--- config.mk ---
export PLATFORM = sky130hd
export DESIGN_NAME = kvt_cell
export DESIGN_NICKNAME = d
export VERILOG_FILES = /design/src/rtl/core/kvt_pkg.sv /design/src/rtl/core/kvt_cell.sv
export SDC_FILE = /design/constraint.sdc
export NUM_CORES = 1
export LEC_CHECK = 0
export ABC_AREA = 0
export BUFFER_PORTS_ARGS = -buffer_cell sky130_fd_sc_hd__buf_2
export CAP_MARGIN = 10
export CORE_AREA = 2 2 213 215
export CTS_CLUSTER_SIZE = 12
export DETAILED_ROUTE_END_ITERATION = 7
export DIE_AREA = 0 0 215 217
export PLACE_DENSITY = 0.46
export SLEW_MARGIN = 20
export SYNTH_ARGS = -nofsm -noshare
export SYNTH_HDL_FRONTEND = slang
export SYNTH_SLANG_ARGS = --single-unit
--- constraint.sdc ---
create_clock -name clock -period 3.4 [get_ports clock]
set_clock_uncertainty 0.2 [all_clocks]
set_input_delay 0.17 -clock clock [delete_from_list [all_inputs] [get_ports clock]]
set_output_delay 0.17 -clock clock [all_outputs]
set_load 0.01 [all_outputs]
--- src/rtl/core/kvt_pkg.sv ---
// ----------------------------------------------------------------------------
// Key-value table package
// Shared codes, fixed field widths and the per-cell command word.
// ----------------------------------------------------------------------------
package kvt_pkg;

   localparam int KEY_W       = 64;
   localparam int VALUE_W     = 64;
   localparam int ACTION_W    = 2;
   localparam int INDEX_OUT_W = 7;
   localparam int COUNT_OUT_W = 8;

   localparam int DEFAULT_DEPTH      = 128;
   localparam int DEFAULT_KEY_BITS   = 64;
   localparam int DEFAULT_VALUE_BITS = 64;

   localparam logic [ACTION_W-1:0] ACT_INSERT = 2'd0;
   localparam logic [ACTION_W-1:0] ACT_REMOVE = 2'd1;

   typedef struct packed {
      logic update_en;
      logic append_en;
      logic remove_en;
   } kvt_op_type;

endpackage

--- src/rtl/core/kvt_cell.sv ---
// ----------------------------------------------------------------------------
// Key-value table cell
// Holds one entry, compares it against the request key and passes the first
// hit down the chain; shifts from its right neighbor on remove.
// ----------------------------------------------------------------------------
module kvt_cell #(
   parameter int KEY_BITS   = 64,
   parameter int VALUE_BITS = 64,
   parameter int IDX_W      = 7,
   parameter int CNT_W      = 8,
   parameter int CELL_INDEX = 0
) (
   input  logic                   clock,
   input  logic                   reset,
   input  logic [KEY_BITS-1:0]    req_key,
   input  logic [VALUE_BITS-1:0]  req_value,
   input  logic [CNT_W-1:0]       count,
   input  logic [IDX_W-1:0]       hit_pos,
   input  kvt_pkg::kvt_op_type    op,
   input  logic [KEY_BITS-1:0]    next_key,
   input  logic [VALUE_BITS-1:0]  next_value,
   input  logic                   carry_hit,
   input  logic [IDX_W-1:0]       carry_idx,
   input  logic [VALUE_BITS-1:0]  carry_value,
   output logic [KEY_BITS-1:0]    key_out,
   output logic [VALUE_BITS-1:0]  value_out,
   output logic                   pass_hit,
   output logic [IDX_W-1:0]       pass_idx,
   output logic [VALUE_BITS-1:0]  pass_value
);
   import kvt_pkg::*;

   localparam logic [IDX_W-1:0] MY_IDX = IDX_W'(CELL_INDEX);
   localparam logic [CNT_W-1:0] MY_CNT = CNT_W'(CELL_INDEX);

   logic [KEY_BITS-1:0]   key_ff,   key_in;
   logic [VALUE_BITS-1:0] value_ff, value_in;
   logic                  hit_ff,   hit_in;
   logic [IDX_W-1:0]      idx_ff,   idx_in;
   logic [VALUE_BITS-1:0] cval_ff,  cval_in;
   logic                  match;

   assign match = (key_ff == req_key) && (MY_CNT < count);

   always_comb begin
      if (carry_hit) begin
         hit_in  = 1'b1;
         idx_in  = carry_idx;
         cval_in = carry_value;
      end else if (match) begin
         hit_in  = 1'b1;
         idx_in  = MY_IDX;
         cval_in = value_ff;
      end else begin
         hit_in  = 1'b0;
         idx_in  = '0;
         cval_in = '0;
      end
   end

   always_comb begin
      key_in   = key_ff;
      value_in = value_ff;
      if (op.remove_en && (MY_IDX >= hit_pos)) begin
         key_in   = next_key;
         value_in = next_value;
      end
      if (op.update_en && (MY_IDX == hit_pos)) begin
         value_in = req_value;
      end
      if (op.append_en && (MY_CNT == count)) begin
         key_in   = req_key;
         value_in = req_value;
      end
   end

   always_ff @(posedge clock) begin
      key_ff   <= key_in;
      value_ff <= value_in;
      idx_ff   <= idx_in;
      cval_ff  <= cval_in;
   end

   always_ff @(posedge clock) begin
      if (reset) begin
         hit_ff <= 1'b0;
      end else begin
         hit_ff <= hit_in;
      end
   end

   assign key_out    = key_ff;
   assign value_out  = value_ff;
   assign pass_hit   = hit_ff;
   assign pass_idx   = idx_ff;
   assign pass_value = cval_ff;

endmodule

Word-level counts from Yosys, hierarchy flattened
Cells that the tools add are included.

cells by class
  mux-type cells = 9
  eq/ne operators = 1
  reduce and logical (&&, ||, !) cells = 8
  order comparisons = 2

operators with widths
  operator            count
  $mux 64             7
  $eq 64x64->1        1
  $logic_not 8->1     1
  $lt 1x8->1 const A  1
  $ge 1x7->1 const A  1
  $logic_not 7->1     1
  $logic_and 1x1->1   4
  $reduce_bool 3->1   1
  $mux 1              2
  $reduce_bool 2->1   1

word-level totals
  output and inout port bits = 200
  input bits = 348
  register bits after elaboration = 200
  logic and storage cells = 25

Depth between registers and ports, before layout
  word-level depth = 5
  mapped depth = 7
  gate-level depth less buffers = 5

Least setup slack after synthesis
Ideal clock, no wire load.

  kind = input -> register
  start point = input count[3]
  end point = register value_ff[0], in the netlist value_out[0], enable pin
  stages on the path = 6
  setup time = 433 ps
  setup slack = 21 ps
  data arrival time = 2,746 ps
  path through = or4_1 -> nor2_2 -> nand2_4 -> buf_6 -> buf_6 -> nand3_1

between the ends
  word-level cells in the longest chain between the ends = 3

RTL lines
  element                             RTL line        RTL
  start: declaration                  kvt_cell.sv:17  input logic [CNT_W-1:0] count,
  $logic_not 8->1                     kvt_cell.sv:71  if (op.append_en && (MY_CNT == count)) begin
  $logic_and 1x1->1                   kvt_cell.sv:71
  $reduce_bool 3->1 (no source line)  -
  end signal: assignment              kvt_cell.sv:79  value_ff <= value_in;
  end: declaration                    kvt_cell.sv:37  logic [VALUE_BITS-1:0] value_ff, value_in;

Every way passes these cells.
A chain may end at the register's enable or synchronous reset.

Worst setup path in the final report
  start point = register key_ff[29], in the netlist key_out[29]
  end point = register cval_ff[12], in the netlist pass_value[12]

between the ends
  word-level cells in the longest chain between the ends = 4

RTL lines
  element                   RTL line        RTL
  start: declaration        kvt_cell.sv:36  logic [KEY_BITS-1:0] key_ff, key_in;
  start signal: assignment  kvt_cell.sv:78  key_ff <= key_in;
  $eq 64x64->1              kvt_cell.sv:43  assign match = (key_ff == req_key) && (MY_CNT < count);
  $logic_and 1x1->1         kvt_cell.sv:43
  $mux 64                   kvt_cell.sv:50  end else if (match) begin
  $mux 64                   kvt_cell.sv:46  if (carry_hit) begin
  via cval_in[12]           kvt_cell.sv:40  logic [VALUE_BITS-1:0] cval_ff, cval_in;
  end signal: assignment    kvt_cell.sv:81  cval_ff <= cval_in;
  end: declaration          kvt_cell.sv:40

The timed path passes the listed nets, and every way through them passes these cells.

==> results.cfg <==
[outcome]
status = finished clean

[min_path]
hold_depth = 4
hp-class = input port to flip-flop
hold_start = carry_hit

[power_and_ir_drop]
vdd_drop_max_v = 0.000261
power_leakage_uw = 0.00712
power.density_nw_per_um2 = 342

[setup_path]
r2r_cells = 7
end_kind = flip-flop
crit_required_ps = 3640
critical_path_class = flip-flop to flip-flop
cp_max_fo = 65
crit_start = key_out[29]$_DFFE_PP_
reg2reg_from = key_out[29]$_DFFE_PP_
critPathArrivalTime_ps = 3280
cp-start-kind = flip-flop

[placement]
port_buffers = 547
dp_cells = 1787
dp_hpwl_mm = 27.7
gp_congestion = 0.940

[die]
fp.dieW_um = 215
io_pins = 548
rows = 78
dieArea_um2 = 46700
die_h_um = 217
core_area_um2 = 44700
initial_core_util_pct = 20.4

[grt]
grt_max_degree = 72
grt_pass1_wl_mm = 55.4
grt_use_total_pct = 16.0
gr-total-overflow = 0
antenna_found_initial = 5
grt_pass1_vias = 9205

[synthesis]
postSynthAreaPerCell_um2 = 13.6
yosys_warnings = 0
synth_nets = 1017
seq_area_frac_synth_pct = 57.9
ys_ff_latch = 200
ys_types = 28
syn-cell-area_um2 = 9130
synth_cells = 669

[route]
drc_errors = 0
vias = 8821
drt_iter0_drc = 396
wl_met3_mm = 2.32
drt-total-wl_mm = 38.2
detail-route-antenna-nets = 0
top_layer_used = met5
post_drt_wl_per_cell_um = 17.7
vias_per_cell = 4.08
firstDrtPassIters = 5
met1Wirelength_mm = 15.3
wl_met2_mm = 19.5

[sta]
worst_pin_slew_ps = 806
setup_tns_ps = 0
max_freq_mhz = 329
hold_viol_final = 0
slew_headroom_pct = 46.3
setup-violations-final = 0
drv_slew = 0
timing.final.crit_share_pct = 89.4
grt_setup_unrepaired = false
period_needed_ps = 3040

[cts]
clock_sinks = 200
htreeDepth = 4
cts_max_path_buffers = 2
cts_buffers = 17
cts_tree = built
postCtsHoldBufs = 341
path_clk_slew_ps = 70
cts_root_buffer = clkbuf_16
post_cts_buffers = 0
ctsResizeCount = 0
insertion_delay_ps = 490

[layout]
drive_gt1_share_pct = 46.7
final-instance-count-excl-fill = 2161
multi_input_area_um2 = 3550
area_growth_pct = 81.0
final_nets = 1895
fillers = 4493
seqCellArea_um2 = 5290

[flow_run]
drv_cap = 0
## kinds of logic (layout without fill, tap and decap cells)
group,after synthesis,in the layout,share of synthesized area [%]
compound gates,65,65,3.58
xor+xnor,64,64,6.14
buf+inv,43,934,3.39
flops,200,200,57.9
mux,128,128,19.8
other cells,0,1,0
simple gates,169,169,9.16
## worst paths after layout
| check | end | slack [ps] |
|---|---|---|
| worst max register to register | pass_value[12]$_DFF_P_ | 360 |
| worst min register to register | pass_value[61]$_DFF_P_ | 360 |
| worst min-delay path | pass_value[15]$_DFF_P_ | 70 |
| worst max-delay path | pass_value[12]$_DFF_P_ | 360 |
## layer usage
metal,track usage (%),up-vias
met4,6.97,6
met5,0,-
met1,18.3,4251
met2,27.6,318
met3,4.95,68
li1,-,4178
## cell usage after synthesis
library cell / instances / area (µm²)
dfxtp_1: 72 / 1440
mux2_4: 98 / 1470
nor3_1: 1 / 5.00
nand2_4: 1 / 11.3
o21ai_0: 64 / 320
o22ai_1: 1 / 6.26
nand4_1: 16 / 100
inv_1: 1 / 3.75
nor2_2: 1 / 6.26
nor4_1: 4 / 25.0
nand2_1: 67 / 251
nand3_1: 65 / 325
clkbuf_2: 4 / 20.0
edfxtp_1: 128 / 3840
or4_1: 3 / 22.5
xor2_1: 2 / 17.5
mux2_2: 30 / 338
nor4_2: 1 / 12.5
and2_1: 7 / 43.8
buf_2: 6 / 30.0
nand2b_1: 1 / 6.26
xnor2_1: 62 / 543
buf_1: 5 / 18.8
nand2_8: 1 / 20.0
clkbuf_1: 16 / 60.1
buf_12: 6 / 120
buf_6: 5 / 56.3
nand2_2: 1 / 6.26
## state kept, by name, summed over array words and instances (netlist names)
| register | count |
|---|---|
| key_out | 64 |
| pass_hit | 1 |
| pass_idx | 7 |
| pass_value | 64 |
| value_out | 64 |
## cell usage in the layout (no fill, tap or decap), types with 2 or more instances in the layout
cell type,count
buf_2,547
dlygate4sd3_1,341
edfxtp_1,128
mux2_4,98
dfxtp_1,72
nand2_1,66
nand3_1,64
o21ai_0,64
xnor2_1,62
mux2_2,30
clkbuf_16,17
nand4_1,16
buf_12,8
and2_1,7
inv_6,5
buf_4,5
nor4_1,4
clkinv_2,4
or4_1,3
clkinvlp_4,3
xor2_1,2
nand2_2,2
bufinv_16,2
## area by class of cell
type	count	share of cell area, %
tap	600	4.54
clock inverter	14	0.886
multi-input combinational	426	21.5
inverter	1	0.0227
clock buffer	18	2.60
timing repair buffer	901	38.4
sequential	200	32.0
antenna	1	0.0151
## worst max-delay path, cell delays in order, from the launching register on
cell and delay (ps):
edfxtp_1 420, xnor2_1 200, nand4_1 150, nor4_1 670, nand4_1 300, buf_12 250, o21ai_0 190, dlygate4sd3_1 560
## power by group
part	total, µW	switching, µW	internal [µW]
Combinational	889	307	582
Clock	2110	1020	1090
Sequential	2660	21.1	2640
## per-stage QoR
step / total power (µW) / cell area (µm²) / hold WS, ps / worst slack, ps / util, %
floorplan: 2940 / 9130 / 74.1 / 21.3 / -
finish: 5660 / 16500 / 71.0 / 359 / 37.0
global placement: 3280 / 12500 / 170 / 668 / 28.0
global route: 5870 / 16500 / 104 / 239 / 37.0
detailed placement: 3280 / 12500 / 174 / 642 / 28.0
CTS: 5720 / 16500 / 75.8 / 386 / 36.9
(Power assumes the default switching activity.)
